===== config.mk =====
export PLATFORM = sky130hd
export DESIGN_NAME = compass_heading_autocal
export DESIGN_NICKNAME = d
export VERILOG_FILES = /design/src/cha_pkg.sv /design/src/compass_heading_autocal.sv /design/src/cha_front.sv /design/src/cha_fifo.sv /design/src/cha_back.sv
export SDC_FILE = /design/constraint.sdc
export NUM_CORES = 2
export LEC_CHECK = 0
export BUFFER_PORTS_ARGS = -buffer_cell sky130_fd_sc_hd__buf_2
export CORE_MARGIN = 1.5
export CORE_UTILIZATION = 25
export DETAILED_ROUTE_END_ITERATION = 16
export GPL_TIMING_DRIVEN = 0
export SLEW_MARGIN = 20
export SYNTH_ARGS = -nofsm -noshare
export SYNTH_HDL_FRONTEND = slang
export SYNTH_HIERARCHICAL = 1
export SYNTH_SLANG_ARGS = --single-unit

===== constraint.sdc =====
create_clock -name clock -period 10.2 [get_ports clock]
set_clock_uncertainty 0.15 [all_clocks]
set_input_delay 2.04 -clock clock [delete_from_list [all_inputs] [get_ports clock]]
set_output_delay 2.04 -clock clock [all_outputs]
set_load 0.1 [all_outputs]

===== src/cha_pkg.sv =====
// ----------------------------------------------------------------------------
// cha_pkg: shared types and constants for the compass heading block
// Holds the CORDIC angle table, the front-to-back word type and state codes.
// ----------------------------------------------------------------------------
package cha_pkg;

   localparam int TAB_LEN = 24;
   localparam int ANG_W   = 27;   // degrees with 16 fraction bits, +/-2^26

   // atan(2^-i) in degrees, 16 fraction bits
   function automatic logic [ANG_W-1:0] atan_tab(input logic [4:0] idx);
      logic [ANG_W-1:0] v;
      case (idx)
         5'd0:  v = 27'd2949120;
         5'd1:  v = 27'd1740967;
         5'd2:  v = 27'd919879;
         5'd3:  v = 27'd466945;
         5'd4:  v = 27'd234379;
         5'd5:  v = 27'd117304;
         5'd6:  v = 27'd58666;
         5'd7:  v = 27'd29335;
         5'd8:  v = 27'd14668;
         5'd9:  v = 27'd7334;
         5'd10: v = 27'd3667;
         5'd11: v = 27'd1833;
         5'd12: v = 27'd917;
         5'd13: v = 27'd458;
         5'd14: v = 27'd229;
         5'd15: v = 27'd115;
         5'd16: v = 27'd57;
         5'd17: v = 27'd29;
         5'd18: v = 27'd14;
         5'd19: v = 27'd7;
         5'd20: v = 27'd4;
         5'd21: v = 27'd2;
         5'd22: v = 27'd1;
         default: v = 27'd0;
      endcase
      return v;
   endfunction

   // Classified word from front to back
   typedef struct packed {
      logic               valid_span;  // sample word with both spans nonzero
      logic signed [16:0] xc;          // recentered samples
      logic signed [16:0] yc;
      logic        [16:0] xspan;
      logic        [16:0] yspan;
   } work_type;

   typedef enum logic [2:0] {
      ST_IDLE, ST_DIV, ST_PREP, ST_ROT, ST_FIN, ST_OUT
   } back_state_type;

endpackage


===== src/compass_heading_autocal.sv =====
// ----------------------------------------------------------------------------
// compass_heading_autocal: magnetometer heading with min/max self calibration
// Tracks X/Y bounds, recenters and scales each sample, and gives atan2 heading.
// ----------------------------------------------------------------------------
//  channel | dir | tdata fields (low bit up)            | tuser
//  req_    | in  | mag_x[15:0], mag_y[31:16]            | action
//  rsp_    | out | heading_deg[8:0], heading_valid[9]   | -
//
//  A sample word passes through the divide (both axes side by side), the
//  CORDIC rotation steps and the prep, finish and output states. Clear
//  words and zero-span samples go straight from idle to output.
//  A finished heading waits in a staging register until the output register
//  is free; the engine stays in its output state meanwhile and takes no new word.
//  The front updates bounds as each word is taken and queues two words ahead,
//  so the sender stalls only when the back engine is busy and the queue is full.
//  Reset is synchronous and clears bounds, queue and result valid.
// ----------------------------------------------------------------------------
module compass_heading_autocal #(
   parameter int QUOT_FRAC_BITS = 16,
   parameter int CORDIC_STEPS   = 16
) (
   input  logic        clock,
   input  logic        reset,
   input  logic        req_tvalid,
   output logic        req_tready,
   input  logic [31:0] req_tdata,   // mag_x, mag_y
   input  logic        req_tuser,   // action
   output logic        rsp_tvalid,
   input  logic        rsp_tready,
   output logic [15:0] rsp_tdata    // heading_deg, heading_valid
);
   import cha_pkg::*;

   logic     f_valid, f_ready, b_valid, b_ready;
   work_type f_work, b_work;
   logic [8:0] deg;
   logic       hv;

   cha_front u_front (
      .clock, .reset,
      .in_valid (req_tvalid), .in_ready (req_tready),
      .in_action(req_tuser),
      .in_x     (signed'(req_tdata[15:0])),
      .in_y     (signed'(req_tdata[31:16])),
      .out_valid(f_valid), .out_ready(f_ready), .out_work(f_work)
   );

   cha_fifo u_fifo (
      .clock, .reset,
      .wr_valid(f_valid), .wr_ready(f_ready), .wr_work(f_work),
      .rd_valid(b_valid), .rd_ready(b_ready), .rd_work(b_work)
   );

   cha_back #(.QFB(QUOT_FRAC_BITS), .STEPS(CORDIC_STEPS)) u_back (
      .clock, .reset,
      .in_valid (b_valid), .in_ready (b_ready), .in_work(b_work),
      .out_valid(rsp_tvalid), .out_ready(rsp_tready),
      .out_deg  (deg), .out_hvalid(hv)
   );

   assign rsp_tdata = {6'd0, hv, deg};

endmodule


===== src/cha_front.sv =====
// ----------------------------------------------------------------------------
// cha_front: bound tracking and recentering
// Accepts input words, updates min/max bounds and emits classified work words.
// ----------------------------------------------------------------------------
module cha_front (
   input  logic                clock,
   input  logic                reset,
   input  logic                in_valid,
   output logic                in_ready,
   input  logic                in_action,
   input  logic signed [15:0]  in_x,
   input  logic signed [15:0]  in_y,
   output logic                out_valid,
   input  logic                out_ready,
   output cha_pkg::work_type   out_work
);
   import cha_pkg::*;

   logic signed [15:0] xmin_ff, xmax_ff, ymin_ff, ymax_ff;
   logic signed [15:0] xmin_in, xmax_in, ymin_in, ymax_in;
   logic               vld_ff;
   work_type           work_ff, work_in;
   logic signed [16:0] xsum, ysum, xmid, ymid;
   logic        [16:0] xsp, ysp;

   assign in_ready  = !vld_ff || out_ready;
   assign out_valid = vld_ff;
   assign out_work  = work_ff;

   always_comb begin
      xmin_in = (in_x < xmin_ff) ? in_x : xmin_ff;
      xmax_in = (in_x > xmax_ff) ? in_x : xmax_ff;
      ymin_in = (in_y < ymin_ff) ? in_y : ymin_ff;
      ymax_in = (in_y > ymax_ff) ? in_y : ymax_ff;
      xsp  = 17'(signed'({xmax_in[15], xmax_in}) - signed'({xmin_in[15], xmin_in}));
      ysp  = 17'(signed'({ymax_in[15], ymax_in}) - signed'({ymin_in[15], ymin_in}));
      xsum = 17'(signed'({xmax_in[15], xmax_in}) + signed'({xmin_in[15], xmin_in}));
      ysum = 17'(signed'({ymax_in[15], ymax_in}) + signed'({ymin_in[15], ymin_in}));
      // divide by two truncated toward zero
      xmid = (xsum + signed'(17'(xsum[16]))) >>> 1;
      ymid = (ysum + signed'(17'(ysum[16]))) >>> 1;
      work_in.valid_span = !in_action && (xsp != 17'd0) && (ysp != 17'd0);
      work_in.xc    = 17'({in_x[15], in_x} - xmid);
      work_in.yc    = 17'({in_y[15], in_y} - ymid);
      work_in.xspan = xsp;
      work_in.yspan = ysp;
   end

   always_ff @(posedge clock) begin
      if (reset) begin
         vld_ff  <= 1'b0;
         xmin_ff <= '0;
         xmax_ff <= '0;
         ymin_ff <= '0;
         ymax_ff <= '0;
      end else begin
         if (out_ready) vld_ff <= 1'b0;
         if (in_valid && in_ready) begin
            vld_ff <= 1'b1;
            if (in_action) begin
               xmin_ff <= '0;
               xmax_ff <= '0;
               ymin_ff <= '0;
               ymax_ff <= '0;
            end else begin
               xmin_ff <= xmin_in;
               xmax_ff <= xmax_in;
               ymin_ff <= ymin_in;
               ymax_ff <= ymax_in;
            end
         end
      end
   end

   always_ff @(posedge clock) begin
      if (in_valid && in_ready) work_ff <= work_in;
   end

endmodule


===== src/cha_fifo.sv =====
// ----------------------------------------------------------------------------
// cha_fifo: two-entry queue between front and back
// Decouples the bound tracker from the divide/CORDIC engine.
// ----------------------------------------------------------------------------
module cha_fifo (
   input  logic               clock,
   input  logic               reset,
   input  logic               wr_valid,
   output logic               wr_ready,
   input  cha_pkg::work_type  wr_work,
   output logic               rd_valid,
   input  logic               rd_ready,
   output cha_pkg::work_type  rd_work
);
   import cha_pkg::*;

   work_type   mem_ff [2];
   logic       wp_ff, rp_ff;
   logic [1:0] cnt_ff;
   logic       wr_go, rd_go;

   assign wr_ready = (cnt_ff != 2'd2);
   assign rd_valid = (cnt_ff != 2'd0);
   assign rd_work  = mem_ff[rp_ff];
   assign wr_go    = wr_valid && wr_ready;
   assign rd_go    = rd_valid && rd_ready;

   always_ff @(posedge clock) begin
      if (reset) begin
         wp_ff  <= 1'b0;
         rp_ff  <= 1'b0;
         cnt_ff <= 2'd0;
      end else begin
         if (wr_go) wp_ff <= !wp_ff;
         if (rd_go) rp_ff <= !rp_ff;
         cnt_ff <= 2'(cnt_ff + 2'(wr_go) - 2'(rd_go));
      end
   end

   always_ff @(posedge clock) begin
      if (wr_go) mem_ff[wp_ff] <= wr_work;
   end

endmodule


===== src/cha_back.sv =====
// ----------------------------------------------------------------------------
// cha_back: scaled quotients, CORDIC atan2 and heading wrap
// Restoring dividers for both axes in parallel, then a shared CORDIC step.
// ----------------------------------------------------------------------------
module cha_back #(
   parameter int QFB   = 16,
   parameter int STEPS = 16
) (
   input  logic               clock,
   input  logic               reset,
   input  logic               in_valid,
   output logic               in_ready,
   input  cha_pkg::work_type  in_work,
   output logic               out_valid,
   input  logic               out_ready,
   output logic [8:0]         out_deg,
   output logic               out_hvalid
);
   import cha_pkg::*;

   localparam int QW  = 17 + QFB;        // quotient magnitude width
   localparam int CW  = QW + 3;          // CORDIC datapath width
   localparam int NST = (STEPS < TAB_LEN) ? STEPS : TAB_LEN;
   localparam int DCW = $clog2(QW + 1);

   back_state_type st_ff, st_in;
   logic [DCW-1:0] dcnt_ff, dcnt_in;
   logic [4:0]     icnt_ff, icnt_in;
   logic [QW-1:0]  xr_ff, yr_ff, xq_ff, yq_ff;  // remainder, quotient
   logic [QW-1:0]  xr_in, yr_in, xq_in, yq_in;
   logic [16:0]    xd_ff, yd_ff;
   logic           xn_ff, yn_ff, hv_ff, hv_in;
   logic [QW-1:0]  xm_ff, ym_ff, xm_in, ym_in;  // magnitudes shifted out
   logic signed [CW-1:0]    cx_ff, cy_ff, cx_in, cy_in;
   logic signed [ANG_W-1:0] z_ff, z_in;
   logic [8:0]     deg_ff, deg_in;
   logic [8:0]     rdeg_ff, rdeg_in;            // finished heading, staged
   logic           rhv_ff, rhv_in;
   logic           ov_ff, ov_in;
   logic [QW:0]    xt, yt;
   logic signed [CW-1:0] qx, qy, dx, dy;
   logic signed [ANG_W-1:0] zt;
   logic signed [11:0] h;

   assign in_ready   = (st_ff == ST_IDLE);
   assign out_valid  = ov_ff;
   assign out_deg    = deg_ff;
   assign out_hvalid = hv_ff;

   always_comb begin
      st_in = st_ff;  dcnt_in = dcnt_ff;  icnt_in = icnt_ff;
      xr_in = xr_ff;  yr_in = yr_ff;  xq_in = xq_ff;  yq_in = yq_ff;
      xm_in = xm_ff;  ym_in = ym_ff;
      cx_in = cx_ff;  cy_in = cy_ff;  z_in = z_ff;
      deg_in = deg_ff; hv_in = hv_ff; ov_in = ov_ff;
      rdeg_in = rdeg_ff; rhv_in = rhv_ff;
      xt = '0; yt = '0; qx = '0; qy = '0; dx = '0; dy = '0; zt = '0; h = '0;
      if (ov_ff && out_ready) ov_in = 1'b0;
      case (st_ff)
         ST_IDLE: begin
            if (in_valid) begin
               // magnitude << QFB shifted in MSB first
               xm_in = QW'(in_work.xc[16] ? -in_work.xc : in_work.xc) << QFB;
               ym_in = QW'(in_work.yc[16] ? -in_work.yc : in_work.yc) << QFB;
               xr_in = '0; yr_in = '0; xq_in = '0; yq_in = '0;
               dcnt_in = '0;
               if (in_work.valid_span) begin
                  st_in = ST_DIV;
               end else begin
                  rdeg_in = '0; rhv_in = 1'b0;
                  st_in = ST_OUT;
               end
            end
         end
         ST_DIV: begin
            xt = {xr_ff, xm_ff[QW-1]};
            yt = {yr_ff, ym_ff[QW-1]};
            xm_in = xm_ff << 1;
            ym_in = ym_ff << 1;
            if (xt >= (QW+1)'(xd_ff)) begin
               xr_in = QW'(xt - (QW+1)'(xd_ff)); xq_in = {xq_ff[QW-2:0], 1'b1};
            end else begin
               xr_in = QW'(xt); xq_in = {xq_ff[QW-2:0], 1'b0};
            end
            if (yt >= (QW+1)'(yd_ff)) begin
               yr_in = QW'(yt - (QW+1)'(yd_ff)); yq_in = {yq_ff[QW-2:0], 1'b1};
            end else begin
               yr_in = QW'(yt); yq_in = {yq_ff[QW-2:0], 1'b0};
            end
            dcnt_in = DCW'(dcnt_ff + 1'b1);
            if (dcnt_ff == DCW'(QW - 1)) st_in = ST_PREP;
         end
         ST_PREP: begin
            qx = xn_ff ? -CW'(xq_ff) : CW'(xq_ff);
            qy = yn_ff ? -CW'(yq_ff) : CW'(yq_ff);
            icnt_in = '0;
            st_in = ST_ROT;
            if (qy == 0) begin
               z_in = qx < 0 ? ANG_W'(180 * 65536) : '0;
               st_in = ST_FIN;
            end else if (qx == 0) begin
               z_in = qy > 0 ? ANG_W'(90 * 65536) : -ANG_W'(90 * 65536);
               st_in = ST_FIN;
            end else if (qx < 0) begin
               if (qy > 0) begin
                  cx_in = qy; cy_in = -qx; z_in = ANG_W'(90 * 65536);
               end else begin
                  cx_in = -qy; cy_in = qx; z_in = -ANG_W'(90 * 65536);
               end
            end else begin
               cx_in = qx; cy_in = qy; z_in = '0;
            end
         end
         ST_ROT: begin
            dx = cy_ff >>> icnt_ff;
            dy = cx_ff >>> icnt_ff;
            if (cy_ff > 0) begin
               cx_in = cx_ff + dx; cy_in = cy_ff - dy;
               z_in  = z_ff + signed'(atan_tab(icnt_ff));
            end else begin
               cx_in = cx_ff - dx; cy_in = cy_ff + dy;
               z_in  = z_ff - signed'(atan_tab(icnt_ff));
            end
            icnt_in = 5'(icnt_ff + 1'b1);
            if (icnt_ff == 5'(NST - 1)) st_in = ST_FIN;
         end
         ST_FIN: begin
            // truncate toward zero to whole degrees, clamp, wrap
            zt = z_ff < 0 ? -z_ff : z_ff;
            h  = 12'(zt >>> 16);
            if (z_ff < 0) h = -h;
            if (h > 12'sd180) h = 12'sd180;
            if (h < -12'sd180) h = -12'sd180;
            if (h <= 0) h = h + 12'sd360;
            rdeg_in = 9'(h);
            rhv_in  = 1'b1;
            st_in   = ST_OUT;
         end
         ST_OUT: begin
            // output register only loads once the previous word has left
            if (!ov_ff || out_ready) begin
               ov_in  = 1'b1;
               deg_in = rdeg_ff;
               hv_in  = rhv_ff;
               st_in  = ST_IDLE;
            end
         end
         default: st_in = ST_IDLE;
      endcase
   end

   always_ff @(posedge clock) begin
      if (reset) begin
         st_ff <= ST_IDLE;
         ov_ff <= 1'b0;
      end else begin
         st_ff <= st_in;
         ov_ff <= ov_in;
      end
   end

   always_ff @(posedge clock) begin
      dcnt_ff <= dcnt_in; icnt_ff <= icnt_in;
      xr_ff <= xr_in; yr_ff <= yr_in; xq_ff <= xq_in; yq_ff <= yq_in;
      xm_ff <= xm_in; ym_ff <= ym_in;
      cx_ff <= cx_in; cy_ff <= cy_in; z_ff <= z_in;
      deg_ff <= deg_in; hv_ff <= hv_in;
      rdeg_ff <= rdeg_in; rhv_ff <= rhv_in;
      if (st_ff == ST_IDLE && in_valid) begin
         xd_ff <= in_work.xspan;
         yd_ff <= in_work.yspan;
         xn_ff <= in_work.xc[16];
         yn_ff <= in_work.yc[16];
      end
   end

endmodule


-- Yosys cells after proc, flatten, opt, wreduce, memory -nomap -nowiden
Memory sizes are Yosys's and may differ from the RTL's. A register that Yosys moved wholly into a read port is not among the register bits.
Index checks and enable logic that the tools add are counted.
- bits in registers: 506
- memory bits (writable): 138
- ROM bits: 1408
- input port bits: 37
- output and inout bits: 18
- logic and storage cells: 208
- memories: 3
- add/subtract/negate cells: 29
- $lt $le $gt $ge: 13
- eq/ne operators: 15
- shifts and indexed selects: 2
- muxes and demuxes: 84
- reduce and logical (&&, ||, !) cells: 28
- memory list (memory ; depth ; bits a word ; rd ports ; clocked after memory_dff ; wr ports ; RTL line ; source):
    (name not given) ; 32 ; 22 ; 1 ; 1 ; 0 ; cha_pkg.sv:13 ; case (idx)
    (name not given) ; 32 ; 22 ; 1 ; 1 ; 0 ; cha_pkg.sv:13 ;
    u_fifo.mem_ff ; 2 ; 69 ; 1 ; 1 ; 1 ; cha_fifo.sv:17 ; work_type mem_ff [2];
- operator list (cell ; count):
    $mux W36 ; 12
    $pmux W33 S2 ; 6
    $mux W27 ; 10
    $mux W33 ; 5
    $pmux W36 S2 ; 2
    $mux W16 ; 8
    $add A36 B36 Y36 ; 2
    $gt A36 B1 Y1 const B ; 2
    $logic_not A36 Y1 ; 2
    $mux W12 ; 6
    $neg A33 Y36 ; 2
    $neg A36 Y36 ; 2
    $sshr A36 B5 Y36 ; 2
    $sub A36 B36 Y36 ; 2
    $ge A34 B17 Y1 ; 2
    $sub A16 B16 Y17 ; 4
    $sub A33 B17 Y33 ; 2
    $pmux W27 S2 ; 1
    $lt A36 B1 Y1 const B ; 1
    $add A16 B16 Y17 ; 2
    $add A17 B2 Y17 ; 2
    $mux W17 ; 2
    $neg A17 Y17 ; 2
    $reduce_bool A17 Y1 ; 2
    other kinds (41) ; 88

-- Longest topological paths before layout
- word-level depth: 14
- mapped depth: 33
- mapped depth without buffers: 32

-- Modules after synthesis
Netlist, hierarchy kept.
- by module, submodules not included (module ; instances ; cells an instance ; area an instance (µm²) ; sequential area each (µm²)):
    cha_back ; 1 ; 3803 ; 33847.5 ; 10490.1
    cha_front ; 1 ; 1255 ; 11823.8 ; 3373.2
    cha_fifo ; 1 ; 244 ; 5257.5 ; 4244.1
    compass_heading_autocal ; 1 ; 8 ; 56.3 ; 0.0

-- Worst setup path after synthesis
No wires, ideal clock.
- kind: in2reg
- start: input port req_tdata[25]
- end: register u_front.work_ff (netlist bit u_front/out_work[48]), data pin
- library setup time: 259 ps
- data arrival time: 7969 ps
- required time: 9791 ps
- setup slack: 1822 ps
- stages: 28
- path buffers: 2
- path through: ha_1 -> a21o_1 -> a21o_1 -> a21o_1 -> a21oi_1 -> o21ai_0 -> o21ai_2 -> clkbuf_1 -> mux2_2 -> ha_1 -> buf_6 -> a2111oi_4 -> o21ai_2 -> a31oi_1 -> o21bai_1 -> a41o_1 -> inv_1 -> ha_1 -> xnor2_1 -> fa_1 -> a21o_1 -> a21oi_1 -> nor2b_1 -> o21a_1 -> o41ai_2 -> o21ai_0 -> o211a_1 -> o31a_1
- RTL lines (item ; RTL line ; source):
    start: declaration ; compass_heading_autocal.sv:26 ; input logic [31:0] req_tdata,
    end signal: assignment ; cha_front.sv:76 ; if (in_valid && in_ready) work_ff <= work_in;
    end: declaration ; cha_front.sv:22 ; work_type work_ff, work_in;

-- Final worst setup path
- start: register u_back.icnt_ff[4]
- end: register u_back.cy_ff[35], data pin
- longest elaborated chain between the ends: 4
- elaborated cells between the ends (all ways): 5
- those cells by class: add/sub (2); shift (1); mux (2)
- RTL lines (item ; RTL line ; source):
    start: declaration ; cha_back.sv:28 ; logic [4:0] icnt_ff, icnt_in;
    start signal: assignment ; cha_back.sv:163 ; dcnt_ff <= dcnt_in; icnt_ff <= icnt_in;
    $sshr A36 B5 Y36 (*) ; cha_back.sv:116 ; dy = cx_ff >>> icnt_ff;
    $add A36 B36 Y36 / $sub A36 B36 Y36 (equally long branches) ; cha_back.sv:121, cha_back.sv:118 ;
    $mux W36 (*) ; cha_back.sv:117 ; if (cy_ff > 0) begin
    $pmux W36 S2 (*) ; cha_back.sv:59 ; case (st_ff)
    net u_back.cy_in[35] ; cha_back.sv:34 ; logic signed [CW-1:0] cx_ff, cy_ff, cx_in, cy_in;
    end signal: assignment ; cha_back.sv:166 ; cx_ff <= cx_in; cy_ff <= cy_in; z_ff <= z_in;
    end: declaration ; cha_back.sv:34 ;
Mark *: on every way through the listed nets, which the timed path passes. The rest lies on a longest branch.
A chain may end at the register's enable or synchronous reset.

==> results.py <==
metrics = {
    "yosys": {
        "mappedNetlistArea_um2": 51000,
        "post_synth_edffs": 539,
        "synthDominantAreaCellType": "edfxtp_1",
        "number_of_instances_in_the_synthesized_netlist": 5310,
        "synth.distinct_cells": 123,
        "synth-warning-count": 6,
        "synth_top_flop_cell": "edfxtp_1",
        "synth_async_sr_flop_share_pct": 0,
        "avg_inst_size_synth_um2": 9.60,
        "yosys.area.top_type_share_pct": 31.7,
        "yosys_register_bits": 635,
        "seq_area_frac_synth_pct": 35.5,
        "synth_area_leaders": "edfxtp_1 (32%), ha_1 (7.6%), xnor2_1 (4.7%)",
    },
    "worst_setup_path": {
        "worst_path_largest_cell_delay_ns": 0.77,
        "crit_slowest_cell": "clkdlybuf4s15_1",
        "timing.critical_path.to_type": "register",
        "critical_path_type": "reg -> reg",
        "crit_path_max_fanout": 10,
        "critPathArrivalTime_ns": 10.15,
        "worstSetupStartpointType": "register",
        "worstPathRequired_ns": 10.43,
    },
    "cts": {
        "clock_latency_ns": 0.67,
        "numClockSinks": 635,
        "post-cts-setup-buffer-count": 0,
        "cts_inserted_buffers": 71,
        "clock_tree.root_cell": "clkbuf_16",
        "cts_max_level": 3,
        "cts-root-to-sink-buffers": 3,
        "tritoncts_clock_tree": "done",
        "path_clk_slew_ns": 0.07,
    },
    "grt": {
        "antenna_found_initial": 3,
        "global_route.usage.total_pct": 16.7,
        "globalRoute.totalOverflow": 0,
        "grt_start_max_net_pins": 62,
        "vias_in_the_first_global_route": 42200,
        "grt_pass1_wl_mm": 266,
    },
    "timing": {
        "min_period_over_period_pct": 97.2,
        "fin_crit_ns": 9.91,
        "hold_violations": 0,
        "grt_setup_unrepaired": "false",
        "maxSlewViolCount": 0,
        "setup_tns_after_final_layout_ns": 0,
        "final_ws_setup_ns": 0.287,
        "worst_slew_margin_rel_pct": 19.5,
        "final-setup-viol-count": 0,
        "tightestPinTransition_ns": 1.20,
        "achievable-frequency_mhz": 101,
    },
    "flow_run": {
        "max_cap_viol_count": 0,
    },
    "placed_design": {
        "dpl_cell_area_um2": 54900,
        "hpwl_mm": 138,
        "place.gp.congestion": 1.02,
        "io_buffers": 48,
        "worst_setup_timing_slack_at_the_placement_stage_ns": 0.0530,
    },
    "finish": {
        "regArea_um2": 18100,
        "final_layout_size_suffix_gt1_share_pct": 11.5,
        "multi_input_area_um2": 30700,
        "area.growth.synth_to_final_pct": 12.5,
        "fillers": 21200,
        "layout.cell_area.non_filler_um2": 57400,
        "final_layout_net_count": 5806,
        "postLayoutCoreUtil_pct": 28.4,
    },
    "status": {
        "outcome": "finished clean",
    },
    "hold_path": {
        "hp-class": "reg -> reg",
    },
    "power_and_ir_drop": {
        "ir_worst_vdd_mv": 0.186,
        "standby_leakage_power_nw": 20.8,
        "power_density_normalized_to_cell_area_nw_per_um2": 355,
        "report.power.total_mw": 20.3,
    },
    "floorplanning": {
        "dieWidth_um": 455,
        "die-area_um2": 207000,
        "initial_cell_density_of_the_core_pct": 25.2,
        "core_area_um2": 202000,
        "core.rowCount": 165,
        "boundaryPins": 55,
        "floorplan.die.height_um": 455,
    },
    "detailed_routing": {
        "wl_per_cell_um": 21.8,
        "vias_per_cell": 5.35,
        "number_of_design_rule_violations_left_by_the_first_detailed_router_iteration": 4635,
        "wirelength_mm": 178,
        "drtPass1Iterations": 6,
        "post-route-drc-count": 0,
        "number_of_nets_still_failing_antenna_checks_after_routing": 0,
        "route.vias.total": 43800,
    },
}
## what timing repair did
item	4_1_cts	5_1_grt
endpoints found under the setup margin	0	7
hold buffers	0	0
resized for setup	0	4
## layout by cell type (no fill, tap or decap), types with 59 or more instances in the layout
cell and n:
or3_1 77, clkbuf_16 74, nor2_1 396, mux2_2 164, xor2_1 200, clkbuf_1 174
a211oi_1 59, nor3_1 109, o31ai_1 62, mux2i_1 104, buf_2 105, xnor2_1 276
ha_1 310, a31oi_1 66, nand3_1 123, a21o_1 104, nor2b_1 64, edfxtp_1 539
nand2_1 386, o21ai_0 310, mux4_2 83, inv_1 257, dfxtp_1 96, and2_1 90
a21oi_1 330
## per-stage QoR
stage	hold WS [ns]	cells
6_report	0.268	8176
2_1_floorplan	0.250	5315
3_5_place_dp	0.255	8047
3_3_place_gp	0.257	8035
4_1_cts	0.269	8175
5_1_grt	0.271	8176
## flip-flops by register name, indices dropped and copies added (netlist names), 27 cells and up, named ones only
signal	flops
u_fifo/mem_ff	138
u_back/yr_ff	33
u_back/z_ff	27
u_back/cy_ff	36
u_back/yq_ff	33
u_back/cx_ff	36
u_back/xr_ff	33
u_front/out_work	69
u_back/xq_ff	33
## final cells by class
cell class | count | share of cell area (%)
repair buffers | 60 | 0.920
diodes | 1 | 0.00436
well taps | 2672 | 5.83
flip-flops and latches | 635 | 31.6
plain buffers | 272 | 2.21
clock inverters | 42 | 0.940
multi-input cells | 4145 | 53.5
inverters | 263 | 1.73
clock buffers | 86 | 3.32
## path summary, 6_finish.rpt
kind	from	endpoint	slack, ns	cells past startpoint
max reg2reg	u_back/icnt_ff[4]$_DFFE_PN_	u_back/cy_ff[35]$_DFFE_PP_	0.29	29
min	u_back/rdeg_ff[8]$_SDFFCE_PN0P_	u_back/out_deg[8]$_DFFE_PP_	0.27	0
min reg2reg	u_back/rdeg_ff[8]$_SDFFCE_PN0P_	u_back/out_deg[8]$_DFFE_PP_	0.27	0
max	u_back/icnt_ff[4]$_DFFE_PN_	u_back/cy_ff[35]$_DFFE_PP_	0.29	29
## worst max-delay path: cells and delay by family, from the launching register on
kind / cells / cell delay (ns)
buffers and inverters: 8 / 4.20
DFF: 1 / 0.39
AOI/OAI and AO/OA: 11 / 2.69
xor gates and xnor gates: 2 / 0.33
adders and majority gates: 2 / 0.47
and+or+nand+nor: 6 / 1.34
## synthesized netlist by cell type (112+ instances only)
| cell type | count |
|---|---|
| clkbuf_1 | 165 |
| ha_1 | 310 |
| nor2_1 | 398 |
| edfxtp_1 | 539 |
| nand2_1 | 386 |
| xor2_1 | 200 |
| xnor2_1 | 276 |
| inv_1 | 260 |
| a21oi_1 | 330 |
| mux2_2 | 164 |
| nand3_1 | 123 |
| nor3_1 | 112 |
| o21ai_0 | 310 |
## power breakdown
group / internal, mW / leakage, nW / switching [mW] / total, mW
sequential: 4.18 / 5.90 / 0.927 / 5.10
combinational: 4.64 / 13.7 / 7.91 / 12.5
clock: 1.56 / 1.19 / 1.13 / 2.69
total: 10.4 / 20.8 / 9.97 / 20.3
## kinds of logic (layout without fill, tap and decap cells)
logic type / after synthesis / count (layout) / synth area share, %
mux: 357 / 357 / 9.51
fa+ha+maj: 322 / 322 / 8.06
xor+xnor: 481 / 481 / 8.34
simple gates: 1574 / 1574 / 15.5
compound gates: 1405 / 1405 / 18.7
flops: 635 / 635 / 35.5
buf+inv: 535 / 723 / 4.40
other cells: 1 / 7 / 0.00736
## per-layer routing
layer	track usage [%]	wire length (um)	vias up
met3	2.86	13400	427
met1	22.1	76700	21300
met4	7.01	8500	0
li1	-	-	20200
met2	26.6	79700	1874
met5	0	0	-
Power figures use the tool's default switching activity.
